`config.mk`:
```
export PLATFORM = sky130hd
export DESIGN_NAME = vnorm_back
export DESIGN_NICKNAME = d
export VERILOG_FILES = /design/src/vnorm_pkg.sv /design/src/vnorm_back.sv
export SDC_FILE = /design/constraint.sdc
export NUM_CORES = 2
export LEC_CHECK = 0
export BUFFER_PORTS_ARGS = -buffer_cell sky130_fd_sc_hd__buf_2
export CAP_MARGIN = 10
export CORE_UTILIZATION = 45
export CTS_BUF_LIST = sky130_fd_sc_hd__clkbuf_2
export DETAILED_ROUTE_END_ITERATION = 16
export PLACE_DENSITY = 0.63
export SLEW_MARGIN = 30
export SYNTH_ARGS = -nofsm -noshare
export SYNTH_HDL_FRONTEND = slang
export SYNTH_SLANG_ARGS = --single-unit
```
`constraint.sdc`:
```
create_clock -name clk -period 44.3 [get_ports clk]
set_input_delay 6.645 -clock clk [delete_from_list [all_inputs] [get_ports clk]]
set_output_delay 6.645 -clock clk [all_outputs]
set_load 0.01 [all_outputs]
```
`src/vnorm_pkg.sv`:
```
// Shared constants for the vector normalise block.
// No dependencies; used by the back and top-level modules.
package vnorm_pkg;
  localparam int unsigned OUT_W   = 16;
  localparam int unsigned FRAC_W  = 15;
  localparam int unsigned QUOT_W  = 15;
  localparam int unsigned MIN_W   = 16;
  localparam int unsigned MID_DEPTH = 4;
  localparam int unsigned OUT_DEPTH = 2;
endpackage

```
`src/vnorm_back.sv`:
```
// Back pipeline: length test and three rounded divisions, one quotient bit per stage.
// Depends on vnorm_pkg; drains the middle queue into the result queue.
module vnorm_back #(
  parameter int unsigned W = 16
) (
  input  logic                        clk,
  input  logic                        rst,
  input  logic                        q_empty,
  input  logic [4*W+2:0]              q_data,
  output logic                        q_pop,
  input  logic [vnorm_pkg::MIN_W-1:0] min_length,
  input  logic                        o_full,
  output logic                        o_push,
  output logic [4*vnorm_pkg::OUT_W:0] o_data
);
  localparam int unsigned QW  = vnorm_pkg::QUOT_W;
  localparam int unsigned FW  = vnorm_pkg::FRAC_W;
  localparam int unsigned OW  = vnorm_pkg::OUT_W;
  localparam int unsigned NW  = W + FW + 1;
  localparam int unsigned DW  = W + 1;
  localparam int unsigned RW  = W + 2;
  localparam int unsigned CW  = (W > vnorm_pkg::MIN_W) ? W : vnorm_pkg::MIN_W;

  logic en;

  logic [W-1:0] in_mag [0:2];
  logic [2:0]   in_neg;
  logic [W-1:0] in_len;

  assign in_mag[0] = q_data[4*W+2:3*W+3];
  assign in_mag[1] = q_data[3*W+2:2*W+3];
  assign in_mag[2] = q_data[2*W+2:W+3];
  assign in_neg    = q_data[W+2:W];
  assign in_len    = q_data[W-1:0];

  logic          v_s    [0:QW];
  logic [RW-1:0] rem_s  [0:QW][0:2];
  logic [QW-1:0] quo_s  [0:QW][0:2];
  logic [FW-1:0] low_s  [0:QW][0:2];
  logic [DW-1:0] div_s  [0:QW];
  logic [2:0]    neg_s  [0:QW];
  logic          zero_s [0:QW];
  logic [W-1:0]  len_s  [0:QW];

  assign en    = !(v_s[QW] && o_full);
  assign q_pop = en && !q_empty;

  always_ff @(posedge clk) begin
    if (en) begin
      for (int i = 0; i < 3; i++) begin
        logic [NW-1:0] num;
        num = {1'b0, in_mag[i], {FW{1'b0}}} + NW'(in_len);
        rem_s[0][i] <= RW'(num[NW-1:FW]);
        low_s[0][i] <= num[FW-1:0];
        quo_s[0][i] <= '0;
      end
      div_s[0]  <= {in_len, 1'b0};
      neg_s[0]  <= in_neg;
      zero_s[0] <= (CW'(in_len) <= CW'(min_length));
      len_s[0]  <= in_len;
    end
  end

  always_ff @(posedge clk) begin
    if (rst) begin
      v_s[0] <= 1'b0;
    end else if (en) begin
      v_s[0] <= q_pop;
    end
  end

  for (genvar k = 1; k <= QW; k++) begin : g_div
    always_ff @(posedge clk) begin
      if (en) begin
        for (int i = 0; i < 3; i++) begin
          logic [RW-1:0] cur;
          logic          take;
          cur  = {rem_s[k-1][i][RW-2:0], low_s[k-1][i][FW-1]};
          take = (cur >= RW'(div_s[k-1]));
          rem_s[k][i] <= take ? (cur - RW'(div_s[k-1])) : cur;
          quo_s[k][i] <= {quo_s[k-1][i][QW-2:0], take};
          low_s[k][i] <= {low_s[k-1][i][FW-2:0], 1'b0};
        end
        div_s[k]  <= div_s[k-1];
        neg_s[k]  <= neg_s[k-1];
        zero_s[k] <= zero_s[k-1];
        len_s[k]  <= len_s[k-1];
      end
    end

    always_ff @(posedge clk) begin
      if (rst) begin
        v_s[k] <= 1'b0;
      end else if (en) begin
        v_s[k] <= v_s[k-1];
      end
    end
  end

  logic [OW-1:0] unit [0:2];

  always_comb begin
    for (int i = 0; i < 3; i++) begin
      logic [OW-1:0] uq;
      uq = OW'(quo_s[QW][i]);
      if (zero_s[QW]) begin
        unit[i] = '0;
      end else if (neg_s[QW][i]) begin
        unit[i] = ~uq + 1'b1;
      end else begin
        unit[i] = uq;
      end
    end
  end

  assign o_push = v_s[QW] && en;
  assign o_data = {unit[0], unit[1], unit[2], OW'(len_s[QW]), zero_s[QW]};
endmodule

```
==> out/qor.yml <==
grt_max_degree: 205
worst_slack_ps: 30620
p_leak_nw: 38.1
slew_headroom_pct: 19.1
syn-cell-area_um2: 85700
cts.clk_slew.worst_paths_ps: 120
regArea_um2: 42600
async_reset_ff_share_pct: 0
grt-ovfl-total: 0
synth_top_family_by_area: "compound AO/OA/AOI/OAI gates"
hold_class: "register to register"
clk_root_buffer_cell: "clkbuf_2"
avgSynthCellArea_um2: 11.8
row_count: 159
hold_violations: 0
ys_ff_latch: 1419
ant_nets: 0
antenna_found_initial: 6
netlist.area_leader.share_pct: 49.7
ys_types: 89
wl_per_cell_um: 21.2
finalHoldWorstSlack_ps: 293
required_ps: 37650
grtUsageTotal_pct: 22.7
fin_util_pct: 49.5
synthAdderAreaFrac_pct: 11.4
min_period_ps: 13680
stdcell_count: 10520
crit_arrival_ps: 7040
clockBufferDepth: 4
cp-end-kind: "primary output"
hpwl_mm: 170
cts_tree: "built"
vias: 59834
path_buf_inv: 2
post-place-ws_ps: 30630
cts_made_buffers: 386
synth_nets: 8096
seq_area_frac_synth_pct: 49.7
placed_area_um2: 89700
numClockSinks: 1419
crit_slowest_cell: "buf_2"
crit_type: "input pin to primary output"
synth_area_leaders: "edfxtp_1, ha_1, mux2_2"
synth-warning-count: 0
first_global_vias: 57644
yosys.area.top_type: "edfxtp_1"
synth_cells: 7251
htree_levels: 5
drt-vias-per-instance: 5.69
hold_buffers: 0
die_x_um: 438
total_power_mw: 7.10
firstDrtPassIters: 9
rsz0062_at_grt: "no"
grt_pass1_wl_mm: 336
nets: 8590
finalWeightedCongestion: 0.944
fillers: 16842
initial_core_util_pct: 45.5
cts-resized-gates: 0
dp_cells: 9851
muxShareOfSynthArea_pct: 8.04
synth_top_cells_by_count: "edfxtp_1, ha_1, nor2_1"
synth_compound_area_share_pct: 12.9
tns_ps: 0
fmax_mhz: 73.1
tightestPinTransition_ps: 1210
cp_max_fo: 4
die_h_um: 438
totalWireLength_mm: 223
cellPowerDensity_nw_per_um2: 76.2
critPathMostFrequentCell: "buf_2"
synth_flop_cell: "edfxtp_1"
status: "complete, no violations"
worst_clock_skew_ps: 296
portBuffers: 153
cp_cell_sequence: "buf_2, a21oi_1, buf_2"
crit_path_start_kind: "input pin"
path_delay_family: "buffers and inverters"
synth.most_common_cell: "edfxtp_1"
clk_latency_ps: 1900
fp.dieArea_um2: 192000
syn_to_final_growth_pct: 8.74
post_cts_buffers: 0
fin_crit_sh_pct: 30.9
initialDrtViolationCount: 5072
max_cap_viol_count: 0
drc_errors: 0
max_stage_delay_ps: 140
synth-simple-area-share_pct: 9.49
core_um2: 188000
multi_input_area_um2: 41000
setup_viol: 0
synth_edf_count: 1419
io_pins: 154
drive_above_1_share_pct: 17.3
synth_xor_area_share_pct: 5.87
post-route-cell-area_um2: 93200
final_max_slew_viol_count: 0
peakVddDrop_mv: 0.0247
registers in the layout (all words and copies together) (netlist names):
register	cells
rem_s	733
quo_s	360
len_s	230
neg_s	48
v_s	16
zero_s	16
low_s	15
div_s	1
power breakdown:
group,leakage (nW),switching [mW],internal (mW)
clock network,2.61,0.555,0.384
registers,14.8,0.334,2.20
logic,20.7,1.96,1.67
total,38.1,2.85,4.25
placed cells by master (no fill, tap or decap), types with 118 or more instances in the layout:
cell type,Yosys,layout
nor3_1,177,177
clkbuf_2,0,537
xor2_1,201,201
nand2_1,351,348
nor2_1,523,523
buf_2,24,153
mux2_2,505,505
a21o_1,180,180
edfxtp_1,1419,1419
a21oi_1,409,405
ha_1,716,716
o21a_1,135,134
inv_1,446,446
o21ai_0,315,312
xnor2_1,373,373
nor2b_1,137,137
nand3_1,119,118
routing by layer:
metal,part of all wire [%],vias to the layer above,track usage (%)
met2,42,1845,33.6
met4,2.6,0,7.15
li1,-,28677,-
met5,0,-,0
met3,6.6,364,3.92
met1,48,28948,33.7
area by class of cell:
type | instances | area share [%]
inverters | 446 | 1.80
clock inverters | 122 | 0.810
multi-input cells | 5279 | 44.0
well taps | 2495 | 3.35
clock buffers | 537 | 2.88
flip-flops and latches | 1419 | 45.7
diodes | 9 | 0.0242
repair buffers | 213 | 1.39
path summary, 6_finish.rpt:
path | startpoint | depth (start not counted) | endpoint | slack (ps)
worst min-delay path | neg_s[1][0] | 0 | neg_s[1][3] | 290
worst min register to register | neg_s[1][0] | 0 | neg_s[1][3] | 290
worst max-delay path | o_full | 3 | q_pop | 30620
worst max register to register | rem_s[1][36] | 11 | rem_s[1][93] | 39210
logic make-up (layout without fill, tap and decap cells):
family	count (synthesis)	count (layout)
AO/OA/AOI/OAI	1639	1639
XOR/XNOR	574	574
adder cells (fa/ha/maj)	758	758
buffers and inverters	553	1318
flip-flops	1419	1419
multiplexers	618	618
other	0	9
AND/OR/NAND/NOR	1690	1690
No activity file was read; power rests on OpenSTA's default activity.
