File: config.mk
export PLATFORM = sky130hd
export DESIGN_NAME = vnorm_front
export DESIGN_NICKNAME = d
export VERILOG_FILES = /design/src/vnorm_front.sv
export SDC_FILE = /design/constraint.sdc
export NUM_CORES = 2
export LEC_CHECK = 0
export BUFFER_PORTS_ARGS = -buffer_cell sky130_fd_sc_hd__buf_4
export CAP_MARGIN = 40
export CORE_MARGIN = 8
export CORE_UTILIZATION = 29
export CTS_CLUSTER_DIAMETER = 30
export DETAILED_ROUTE_END_ITERATION = 16
export SLEW_MARGIN = 20
export SYNTH_ARGS = -nofsm -noshare
export SYNTH_HDL_FRONTEND = slang
export SYNTH_SLANG_ARGS = --single-unit
File: constraint.sdc
create_clock -name clk -period 77.3 [get_ports clk]
set_input_delay 11.595 -clock clk [delete_from_list [all_inputs] [get_ports clk]]
set_output_delay 11.595 -clock clk [all_outputs]
set_load 0.01 [all_outputs]
File: src/vnorm_front.sv
// Front pipeline: magnitudes, squares, sum and a one-bit-per-stage square root.
// Depends on nothing but its parameter; feeds the middle queue.
module vnorm_front #(
  parameter int unsigned W = 16
) (
  input  logic             clk,
  input  logic             rst,
  input  logic             push,
  input  logic [W-1:0]     vec_x,
  input  logic [W-1:0]     vec_y,
  input  logic [W-1:0]     vec_z,
  output logic             full,
  input  logic             q_full,
  output logic             q_push,
  output logic [4*W+2:0]   q_data
);
  localparam int unsigned SW = 2 * W;
  localparam int unsigned RW = W + 2;

  logic en;

  logic         v_a;
  logic [W-1:0] mag_a [0:2];
  logic [2:0]   neg_a;
  logic         v_b;
  logic [SW-1:0] sq_b [0:2];
  logic [W-1:0] mag_b [0:2];
  logic [2:0]   neg_b;
  logic         v_c;
  logic [SW-1:0] sum_c;
  logic [W-1:0] mag_c [0:2];
  logic [2:0]   neg_c;

  logic          v_s   [1:W];
  logic [RW-1:0] rem_s [1:W];
  logic [W-1:0]  root_s [1:W];
  logic [SW-1:0] rad_s [1:W];
  logic [3*W-1:0] mag_s [1:W];
  logic [2:0]    neg_s [1:W];

  logic [W-1:0] comp_in [0:2];

  assign comp_in[0] = vec_x;
  assign comp_in[1] = vec_y;
  assign comp_in[2] = vec_z;

  assign en     = !(v_s[W] && q_full);
  assign full   = !en;
  assign q_push = v_s[W] && en;
  assign q_data = {mag_s[W], neg_s[W], root_s[W]};

  always_ff @(posedge clk) begin
    if (en) begin
      for (int i = 0; i < 3; i++) begin
        neg_a[i] <= comp_in[i][W-1];
        mag_a[i] <= comp_in[i][W-1] ? (~comp_in[i] + 1'b1) : comp_in[i];
        sq_b[i]  <= SW'(mag_a[i]) * SW'(mag_a[i]);
        mag_b[i] <= mag_a[i];
        mag_c[i] <= mag_b[i];
      end
      neg_b <= neg_a;
      neg_c <= neg_b;
      sum_c <= sq_b[0] + sq_b[1] + sq_b[2];
    end
  end

  always_ff @(posedge clk) begin
    if (rst) begin
      v_a <= 1'b0;
      v_b <= 1'b0;
      v_c <= 1'b0;
    end else if (en) begin
      v_a <= push;
      v_b <= v_a;
      v_c <= v_b;
    end
  end

  for (genvar k = 1; k <= W; k++) begin : g_root
    logic          p_v;
    logic [RW-1:0] p_rem;
    logic [W-1:0]  p_root;
    logic [SW-1:0] p_rad;
    logic [3*W-1:0] p_mag;
    logic [2:0]    p_neg;
    logic [RW+1:0] cur;
    logic [RW+1:0] trial;
    logic          take;

    if (k == 1) begin : g_first
      assign p_v    = v_c;
      assign p_rem  = '0;
      assign p_root = '0;
      assign p_rad  = sum_c;
      assign p_mag  = {mag_c[0], mag_c[1], mag_c[2]};
      assign p_neg  = neg_c;
    end else begin : g_rest
      assign p_v    = v_s[k-1];
      assign p_rem  = rem_s[k-1];
      assign p_root = root_s[k-1];
      assign p_rad  = rad_s[k-1];
      assign p_mag  = mag_s[k-1];
      assign p_neg  = neg_s[k-1];
    end

    assign cur   = {p_rem, p_rad[SW-1:SW-2]};
    assign trial = (RW+2)'({p_root, 2'b01});
    assign take  = (cur >= trial);

    always_ff @(posedge clk) begin
      if (en) begin
        rem_s[k]  <= take ? RW'(cur - trial) : RW'(cur);
        root_s[k] <= {p_root[W-2:0], take};
        rad_s[k]  <= {p_rad[SW-3:0], 2'b00};
        mag_s[k]  <= p_mag;
        neg_s[k]  <= p_neg;
      end
    end

    always_ff @(posedge clk) begin
      if (rst) begin
        v_s[k] <= 1'b0;
      end else if (en) begin
        v_s[k] <= p_v;
      end
    end
  end
endmodule

==> impl_metrics.toml <==
[floorplan]
io_pins = 121
fp.dieH_um = 563
die_area_mm2 = 0.316
die_x_um = 563
core_area_mm2 = 0.297
start_util = 0.292
row_count = 200

[place]
port-buffer-count = 120
routabilityCongestion = 0.853
placedCellCount = 10200
dpl.hpwl_mm = 107

[cts]
cts_made_buffers = 346
clock-sinks = 1736
cts_tree = "yes"
root_buffer = "clkbuf_16"
clockBufferDepth = 4
clock_latency_ps = 870
cts_resized = 0
hold_buffers = 0
post_cts_buffers = 0
clk_pin_slew_ps = 50
cts.htree.levels = 5

[sta]
tightest_slew_ps = 1160
setup_tns_ps = 0
min_period_over_period = 0.314
fmax_mhz = 41.3
final-setup-viol-count = 0
slew_viol_final = 0
min_period_ps = 24240
hold_viol_final = 0
finClkSkew_ps = 59.5
rsz0062_at_grt = "no"
max_slew_margin = 0.226

[layout]
area_delta_synth_final_pct = 21.0
nNetsFinal = 7630
stdcell_count = 10800
drive_gt1_frac = 0.118

[synthesis]
postSynth.asyncResetShare = 0
synth.avg_cell_area_um2 = 14.1
yosys_warnings = 0
syn_nets = 7205
syn_inst = 6147
syn_area_mm2 = 0.0866
synth_flop_cell = "edfxtp_1"
yosysSeqAreaShare = 0.601
synth_cell_types = 82
synth_edf_count = 1733
synth-seq-cells = 1736

[detailed_routing]
wl_per_cell_um = 14.0
ant_nets = 0
vias = 46200
drc_errors = 0
drt_pass1_iterations = 5
wl_mm = 151
vias_per_cell = 4.27
first_iter_violations = 2611

[worst_setup_path]
critPathRequiredTime_ps = 65710
crit_type = "primary input to primary output"
arrival_ps = 12640
cp-start-kind = "primary input"
cp_max_fo = 52
worst_setup_path_end_kind = "primary output"

[global_routing]
overflow = 0
grt_pass1_vias = 49800
grt_max_degree = 206
grt_pass1_wl_mm = 248
antenna_found_initial = 4
grt_usage = 0.0942

[run_status]
outcome = "complete, no violations"

[run]
max-cap-violations = 0

[hold_path]
hold_class = "register to register"
==> cell usage after synthesis, types with 8 or more instances <==
master    instances  area share
o21a_1           57      0.0049
o211ai_1         12      0.0010
and2_1          150       0.011
a21o_1           91      0.0079
nor3_1           68      0.0039
o21bai_1         25      0.0022
nand3_1          58      0.0034
a211oi_1         20      0.0017
a31oi_1          13     0.00094
ha_1            485       0.070
nor2b_1          49      0.0035
o41ai_1           9     0.00091
nand4_1          33      0.0024
a21oi_1         238       0.014
nand2b_1         54      0.0039
a31o_2            8     0.00081
nor2_1          273       0.012
o21ai_0         149      0.0086
nand2_1         374       0.016
xnor2_1         238       0.024
xor2_1          117       0.012
or2_2            26      0.0019
a21boi_0         11     0.00095
mux2_2           21      0.0027
inv_1           979       0.042
or3_1            33      0.0024
o31ai_1          22      0.0019
or4_1            16      0.0014
fa_1            521        0.12
o21ai_1          11     0.00064
and3_1           20      0.0014
edfxtp_1       1733        0.60
nor4_1           27      0.0019
clkbuf_1         92      0.0040
nand3b_1         12      0.0010
==> sequential cells by signal (all words and copies together) (netlist names), 16 cells and up <==
| signal | count |
|---|---|
| mag_s | 768 |
| rem_s | 250 |
| rad_s | 240 |
| root_s | 136 |
| sq_b | 93 |
| mag_a | 48 |
| mag_c | 48 |
| neg_s | 48 |
| mag_b | 45 |
| g_root.p_rad | 32 |
| v_s | 16 |
==> stage by stage <==
stage	area, µm²	worst slack (ps)	hold WS (ps)	utilization
6_report	105000	53060	355	0.353
5_1_grt	105000	52950	355	0.353
4_1_cts	105000	53020	349	0.352
3_5_place_dp	92600	53030	405	0.312
3_3_place_gp	92300	53030	401	0.311
2_1_floorplan	86600	12540	400	-
==> final timing paths <==
path,startpoint,end,slack [ps],depth (start not counted)
max,q_full,full,53060,4
min,mag_s[0][159]$_DFFE_PN_,mag_s[0][207]$_DFFE_PN_,350,0
max reg2reg,mag_a[0][35]$_DFFE_PN_,sq_b[0][95]$_DFFE_PN_,70090,22
min reg2reg,mag_s[0][159]$_DFFE_PN_,mag_s[0][207]$_DFFE_PN_,350,0
==> kinds of logic after synthesis <==
kind of cell | after synthesis | share of synthesized area
buffers and inverters | 1081 | 0.0471
adders and majority gates | 1006 | 0.190
and+or+nand+nor | 1222 | 0.0691
muxes | 24 | 0.00313
xor gates and xnor gates | 355 | 0.0359
other | 1 | 0.0000433
AOI/OAI and AO/OA | 722 | 0.0527
DFF | 1736 | 0.601
==> critical path: stages <==
cell	delay [ps]
buf_4	120
nand2_4	490
inv_1	220
buf_4	200
==> routing by layer <==
layer	part of all wire	global-route usage	vias to the layer above	wire, µm
li1	-	-	22200	-
met1	0.42	0.111	22500	64000
met2	0.49	0.163	1025	73500
met3	0.050	0.0209	416	7580
met4	0.041	0.0454	0	6210
met5	0	0	-	0
==> area by class of cell <==
type / instances / area [µm²]
fill: 28200 / 192000
sequential: 1736 / 52100
multi-input combinational: 3330 / 30400
clock buffer: 380 / 8860
tap: 3939 / 4930
inverter: 980 / 3680
clock inverter: 260 / 3140
timing repair buffer: 178 / 1680
antenna: 1 / 2.50
==> placed cells by master, fill, tap and decap left out, drive strengths merged, types with 8 or more instances in the layout <==
master    synthesis  routed
nor2            273     273
nand3            58      58
clkbuf           92     380
a21oi           239     239
fa              521     521
o21a             57      57
ha              485     485
nand4            33      33
or3              33      33
nor4b             9       9
clkinvlp          0      38
a21boi           11      11
o31ai            24      24
xnor2           238     238
or4              16      16
a21o             91      91
edfxtp         1733    1733
o21ai           162     162
a31o              8       8
o21bai           26      26
buf               9     178
nor2b            49      49
nor4             27      27
or2              27      27
and2            150     150
a31oi            13      13
xor2            117     117
clkinv            1     128
o41ai             9       9
bufinv            0      46
inv             979    1028
nand2           374     374
mux2             22      22
and3             20      20
nor3             72      72
a211oi           22      22
nand2b           54      54
o211ai           12      12
nand3b           12      12
Power is not shown: default switching activity piles up to over one toggle a cycle in this logic, so the estimate is an artifact.
