--- src/vnorm_fifo.sv ---
// Small first-in first-out queue built from flip-flops.
// No dependencies; used between the front and back and at the result side.
module vnorm_fifo #(
  parameter int unsigned WIDTH = 8,
  parameter int unsigned DEPTH = 4
) (
  input  logic             clk,
  input  logic             rst,
  input  logic             push,
  input  logic [WIDTH-1:0] din,
  output logic             full,
  input  logic             pop,
  output logic [WIDTH-1:0] dout,
  output logic             empty
);
  localparam int unsigned AW = (DEPTH > 1) ? $clog2(DEPTH) : 1;

  logic [WIDTH-1:0] store [0:DEPTH-1];
  logic [AW-1:0]    wr_ptr;
  logic [AW-1:0]    rd_ptr;
  logic [AW:0]      count;
  logic             do_push;
  logic             do_pop;

  assign full    = (count == (AW+1)'(DEPTH));
  assign empty   = (count == '0);
  assign do_push = push && !full;
  assign do_pop  = pop && !empty;
  assign dout    = store[rd_ptr];

  always_ff @(posedge clk) begin
    if (rst) begin
      wr_ptr <= '0;
      rd_ptr <= '0;
      count  <= '0;
    end else begin
      if (do_push) begin
        wr_ptr <= (wr_ptr == AW'(DEPTH - 1)) ? '0 : wr_ptr + 1'b1;
      end
      if (do_pop) begin
        rd_ptr <= (rd_ptr == AW'(DEPTH - 1)) ? '0 : rd_ptr + 1'b1;
      end
      if (do_push && !do_pop) begin
        count <= count + 1'b1;
      end else if (do_pop && !do_push) begin
        count <= count - 1'b1;
      end
    end
  end

  always_ff @(posedge clk) begin
    if (do_push) begin
      store[wr_ptr] <= din;
    end
  end
endmodule

--- config.mk ---
export PLATFORM = sky130hd
export DESIGN_NAME = vnorm_fifo
export DESIGN_NICKNAME = d
export VERILOG_FILES = /design/src/vnorm_fifo.sv
export SDC_FILE = /design/constraint.sdc
export NUM_CORES = 1
export LEC_CHECK = 0
export BUFFER_PORTS_ARGS = -buffer_cell sky130_fd_sc_hd__clkbuf_2
export CORE_ASPECT_RATIO = 1.4
export CORE_MARGIN = 1.5
export CORE_UTILIZATION = 50
export CTS_BUF_LIST = sky130_fd_sc_hd__clkbuf_8 sky130_fd_sc_hd__clkbuf_16
export DETAILED_ROUTE_END_ITERATION = 6
export PLACE_DENSITY = 0.74
export SLEW_MARGIN = 10
export SYNTH_ARGS = -nofsm -noshare
export SYNTH_HDL_FRONTEND = slang
export SYNTH_SLANG_ARGS = --single-unit
export TNS_END_PERCENT = 100
--- constraint.sdc ---
create_clock -name clk -period 2.3 [get_ports clk]
set_clock_uncertainty 0.05 [all_clocks]
set_input_delay 0.115 -clock clk [delete_from_list [all_inputs] [get_ports clk]]
set_output_delay 0.115 -clock clk [all_outputs]
set_load 0.005 [all_outputs]
==> metrics, run 1 <==
P_sw=514.4 uW; Synth top cells by count=edfxtp_1 (32), dfxtp_1 (9), mux4_2 (8); Cell Area, Synth=1645 sq um; DR vias/cell=5.232; # port buffers=21; Lkg Pwr=0.0007383 uW; synth top area cells=edfxtp_1 (58%), dfxtp_1 (11%), mux4_2 (11%); CP Max Fanout=5; Routed Antenna Nets=0; number of synthesized flops with an enable pin=32; Max Slew Vio Count=0; sw frac=27.07%; setup slack after layout=0.1138 ns; Die W=51.48 microns; minimum hold slack=0.01352 ns; clock period minus final worst setup slack=2.186 ns; Die ar.=3649 sq um; Layout fillers=246; DP HPWL=1671 microns; Top FF cell, synth=edfxtp_1; H-tree Lvls=2; Final period util=95.05%; Yosys warnings=0; Total GRT Usage=16.10%; asr flop ratio synth=0%; Clock Sinks=41; Critical Path AT=2.36 ns; Die H=70.88 microns; initial antenna violation count=0; synth unique cells=26; vias=858; peak supply drop=0.7612 mV; Place WS=-0.02042 ns; setup violators final=0; Yosys reg bits=41; worst-margin pin slew=0.5482 ns; outcome=complete, no violations; setup bufs post-CTS=0; Critical Setup Path Class=register to register; CTS max path bufs=2; CTS root buf=clkbuf_8; Syn Inst Count=92; Worst EP required=2.47 ns; TritonCTS buffer count=5; num rows=24; most frequent cell after synthesis=edfxtp_1; sequential fraction of the synthesis area=69.35%; Worst setup EP type=register; largest net degree at the start of global routing=13; Syn Nets=111; Clk Latency, worst-skew pair=0.29 ns; fmax=0.4574 GHz; Initial Util=52.68%; drt wl/cell=14.71 microns; Synth area leader=edfxtp_1; Max-slew headroom=63.40%; total internal power=1386 uW; Setup TNS=0 ns; global-route wire length before repair=4091 microns; PnR Total Power=1900 uW; Final GP Congestion=0.7664; initial drt markers=28; Mapped Avg Cell Area=17.88 sq um; 1st-pass router iterations=4; Max Cap Viol=0; core footprint=3123 sq um; final hold vios=0; CTS tree=yes; register share of total power=52.9%; Pwr Density=965.6 nW/um^2; antenna fix cells=0; vias in the first global route=876; Yosys top cell area share=58.40%; total gr overflow=0; layout net count=143; FF/Latch Area=1145 sq um; multi-input logic area=485.5 sq um; Area growth syn-to-layout=19.62%; num ports=22; DRC violations left=0; Startpoint Class=register; drt total wl=2413 microns; Tightest Hold Check Type=input port to register; Comb power frac=24.8%; share of cells above drive strength 1=40.80%; clock power share=22.3%; RSZ-0062 raised after global routing=no; clock-pin slew on the worst setup and hold paths=0.07 ns
-- cell type report --
| type | instances | area share, % |
|---|---|---|
| Clock inverter | 3 | 0.6993 |
| Clock buffer | 5 | 3.496 |
| Sequential cell | 41 | 58.17 |
| Inverter | 5 | 1.208 |
| Multi-Input combinational cell | 42 | 24.67 |
| Timing Repair Buffer | 29 | 9.282 |
| Tap cell | 39 | 2.479 |
-- metal layers --
metal	wire length (microns)	vias up	GRT usage, %
li1	-	414	-
met1	939	418	17.31
met2	1295	19	26.64
met3	95	7	4.430
met4	83	0	11.40
met5	0	-	0
-- path summary, 6_finish.rpt --
path	from	end	slack [ns]	cells past startpoint
worst max-delay path	count[2]	count[2]	0.11	9
worst min-delay path	din[4]	store[2][4]	0.01	1
worst max register to register	count[2]	count[2]	0.11	9
worst min register to register	rd_ptr[0]	rd_ptr[0]	0.45	2
-- sequential cells by signal (all words and copies together) (netlist names), named ones only --
register and flops:
count 3, rd_ptr 2, store 32, wr_ptr 2
-- worst max-delay path, cell delays in order (launching register included) --
cell      delay [ns]
dfxtp_2         0.35
or3b_4          0.26
clkinv_4        0.06
nor2_4          0.12
ha_4            0.15
inv_1           0.05
fa_1            0.38
xor2_1          0.15
or3_2           0.40
a21oi_1         0.15
-- power groups by stage --
stage               Combinational [uW]  Sequential, uW  Clock (uW)
floorplan                          346             960           0
global placement                   427            1000           0
detailed placement                 443            1010           0
CTS                                454             999         438
global route                       520            1020         459
finish                             471            1000         425
-- logic make-up after synthesis --
| kind of cell | synth area share [%] |
|---|---|
| AOI/OAI and AO/OA | 3.041 |
| xor gates and xnor gates | 1.065 |
| adders and majority gates | 5.779 |
| buffers and inverters | 2.889 |
| DFF | 69.35 |
| muxes | 12.17 |
| and+or+nand+nor | 5.704 |
-- cells in the final DEF, fill, tap and decap left out, types with 3 or more instances in the layout --
cell           Yosys  routed
mux4_2             8       8
edfxtp_1          32      32
inv_1              4       5
dlygate4sd3_1      0       7
clkbuf_2           0      21
nor2_1             3       3
ha_1               6       5
and3_2             4       4
clkbuf_8           0       5
dfxtp_1            9       6
a21oi_1            3       3
dfxtp_2            0       3
-- timing repair --
item / 4_1_cts / 5_1_grt
gates cloned: 0 / 0
gates resized for setup: 2 / 6
endpoints found under the setup margin: 1 / 1
endpoints found under the hold margin: 28 / 0
hold buffers: 7 / 0
-- stage by stage --
stage                     area (sq um)  instances  util, %
after detailed placement          1783        149    57.09
after CTS                         1938        164    62.06
after global routing              1968        164    63.02
after global placement            1783        149    57.09
after floorplan                   1645         92        -
final                             1968        164    63.02
Power figures use the tool's default switching activity.
==> run 2: changes to the inputs <==
--- a/config.mk
+++ b/config.mk
@@ -12,2 +12,3 @@
 export CTS_BUF_LIST = sky130_fd_sc_hd__clkbuf_8 sky130_fd_sc_hd__clkbuf_16
+export CTS_CLUSTER_DIAMETER = 150
 export DETAILED_ROUTE_END_ITERATION = 6
==> constraint.sdc (replaced) <==
create_clock -name clk -period 2.3 [get_ports clk]
set_clock_uncertainty 0.05 [all_clocks]
set_input_delay 0.23 -clock clk [delete_from_list [all_inputs] [get_ports clk]]
set_output_delay 0.23 -clock clk [all_outputs]
set_load 0.005 [all_outputs]
==> run 2 against run 1 <==
Compared with the run above:
- setup slack better by 0.0044 ns
- combinational power decreased by 2%
- largest cell class unchanged
- wire length fell by 2.5%
- global-route usage shrank 0.40 points
- via count shrank 2.8%
- sequential cell count unchanged
- die area did not move
- final area is 3.6% lower
- clock power hardly changed
- sequential power barely moved
==> metrics, run 2 (synthesized netlist as in run 1, its figures left out) <==
vias=834 (-2.8%); minimum hold slack=0.1007 ns (+0.08717 ns); final hold vios=0 (unchanged); share of cells above drive strength 1=43.22% (+2.4 points); TritonCTS buffer count=5 (unchanged); Critical Setup Path Class=register to register; H-tree Lvls=2 (unchanged); Placed Cells=149 (unchanged); initial antenna violation count=0 (unchanged); Setup TNS=0 ns (unchanged); total gr overflow=0 (unchanged); most frequent cells in the layout=edfxtp_1 (32), clkbuf_2 (21), mux4_2 (8), dfxtp_1 (6); Lkg Pwr=0.0007091 uW (-4.0%); Die ar.=3649 sq um (unchanged); DP HPWL=1671 microns (unchanged); core footprint=3123 sq um (unchanged); Finished Layout Cells=157 (-4.3%); fmax=0.4583 GHz (+0.20%); Largest Register=store; RSZ-0062 raised after global routing=no; commonest non-fill, non-tap cell in the layout=edfxtp_1; Startpoint Class=register; Final Util=60.78% (-2.2 points); setup bufs post-CTS=0 (unchanged); Max Slew Vio Count=0 (unchanged); Pwr Density=995.5 nW/um^2 (+3.1%); Critical Path AT=2.35 ns (about the same); CTS max path bufs=2 (unchanged); Max-slew headroom=63.33% (-0.077 points); CP Max Fanout=5 (unchanged); vias in the first global route=847 (-3.3%); Clock Sinks=41 (unchanged); CTS tree=yes; initial drt markers=31 (+11%); layout net count=136 (-4.9%); Die H=70.88 microns (unchanged); clock-pin slew on the worst setup and hold paths=0.07 ns (about the same); Clk Latency, worst-skew pair=0.29 ns (about the same); PnR Total Power=1890 uW (-0.57%); drt wl/cell=14.98 microns (+1.8%); outcome=complete, no violations; Die W=51.48 microns (unchanged); drt total wl=2352 microns (-2.5%); num ports=22 (unchanged); clock period minus final worst setup slack=2.182 ns (-0.004386 ns); setup violators final=0 (unchanged); Initial Util=52.68% (unchanged); worst-margin pin slew=0.5493 ns (+0.001157 ns); Final GP Congestion=0.7664 (unchanged); Worst setup EP type=register; Max Cap Viol=0 (unchanged); largest net degree at the start of global routing=13 (unchanged); # port buffers=21 (unchanged); Routed Antenna Nets=0 (unchanged); num rows=24 (unchanged); Tightest Hold Check Type=input port to register; Worst EP required=2.47 ns (about the same); Total GRT Usage=15.71% (-0.40 points); peak supply drop=0.7607 mV (about the same); Final period util=94.86% (-0.19 points); Area growth syn-to-layout=15.36%; DRC violations left=0 (unchanged); global-route wire length before repair=3981 microns (-2.7%); DR vias/cell=5.312 (+1.5%); 1st-pass router iterations=4 (unchanged); top flop regs=store (32), count (3); antenna fix cells=0 (unchanged); cts hold-fix bufs=0 (-7); max reg flops=32 (unchanged); CTS root buf=clkbuf_8
-- run 2: cell type report --
cell class,instances,area (sq um)
tap,39,48.80
timing repair buffer,22,112.6
inverter,5,23.77
sequential,41,1145
fill,248,1225
clock inverter,3,13.76
clock buffer,5,68.82
multi-input combinational,42,485.5
-- run 2: what timing repair did --
item | 4_1_cts | 5_1_grt
gates resized for setup | 2 | 6
setup endpoints to repair | 1 | 1
cloned | 0 | 0
-- run 2: worst paths after layout --
check | startpoint | end | slack, ns | cells after the start
max | count[2] | count[2] | 0.12 | 9
min | din[1] | store[2][1] | 0.10 | 1
max reg2reg | count[2] | count[2] | 0.12 | 9
min reg2reg | rd_ptr[0] | rd_ptr[0] | 0.45 | 2
-- run 2: per-stage QoR --
step                      setup WS [ns]  cell area (sq um)
final                            0.1182               1898
after detailed placement       -0.02042               1783
after global routing            0.01211               1898
after CTS                      0.006722               1868
after global placement          0.06883               1783
after floorplan                 0.08661               1645
-- run 2: worst max-delay path, stage by stage, from the launching register on --
cell and delay (ns):
dfxtp_2 0.35, or3b_4 0.26, clkinv_4 0.06, nor2_4 0.12, ha_4 0.15, inv_1 0.05
fa_1 0.38, xor2_1 0.15, or3_2 0.40, a21oi_1 0.14
-- run 2: power by group --
| part | total (uW) | leakage [uW] | switching (uW) | internal (uW) |
|---|---|---|---|---|
| logic | 461 | 0.000292 | 196 | 265 |
| clock network | 424 | 0.0000491 | 219 | 205 |
| registers | 1000 | 0.000368 | 96.2 | 908 |
| total | 1890 | 0.000709 | 511 | 1380 |
-- run 2: layer usage --
layer | vias to the layer above | wire [microns] | GRT usage, %
li1 | 401 | - | -
met1 | 405 | 896 | 16.87
met2 | 21 | 1276 | 25.78
met3 | 7 | 106 | 4.430
met4 | 0 | 73 | 11.40
met5 | - | 0 | 0
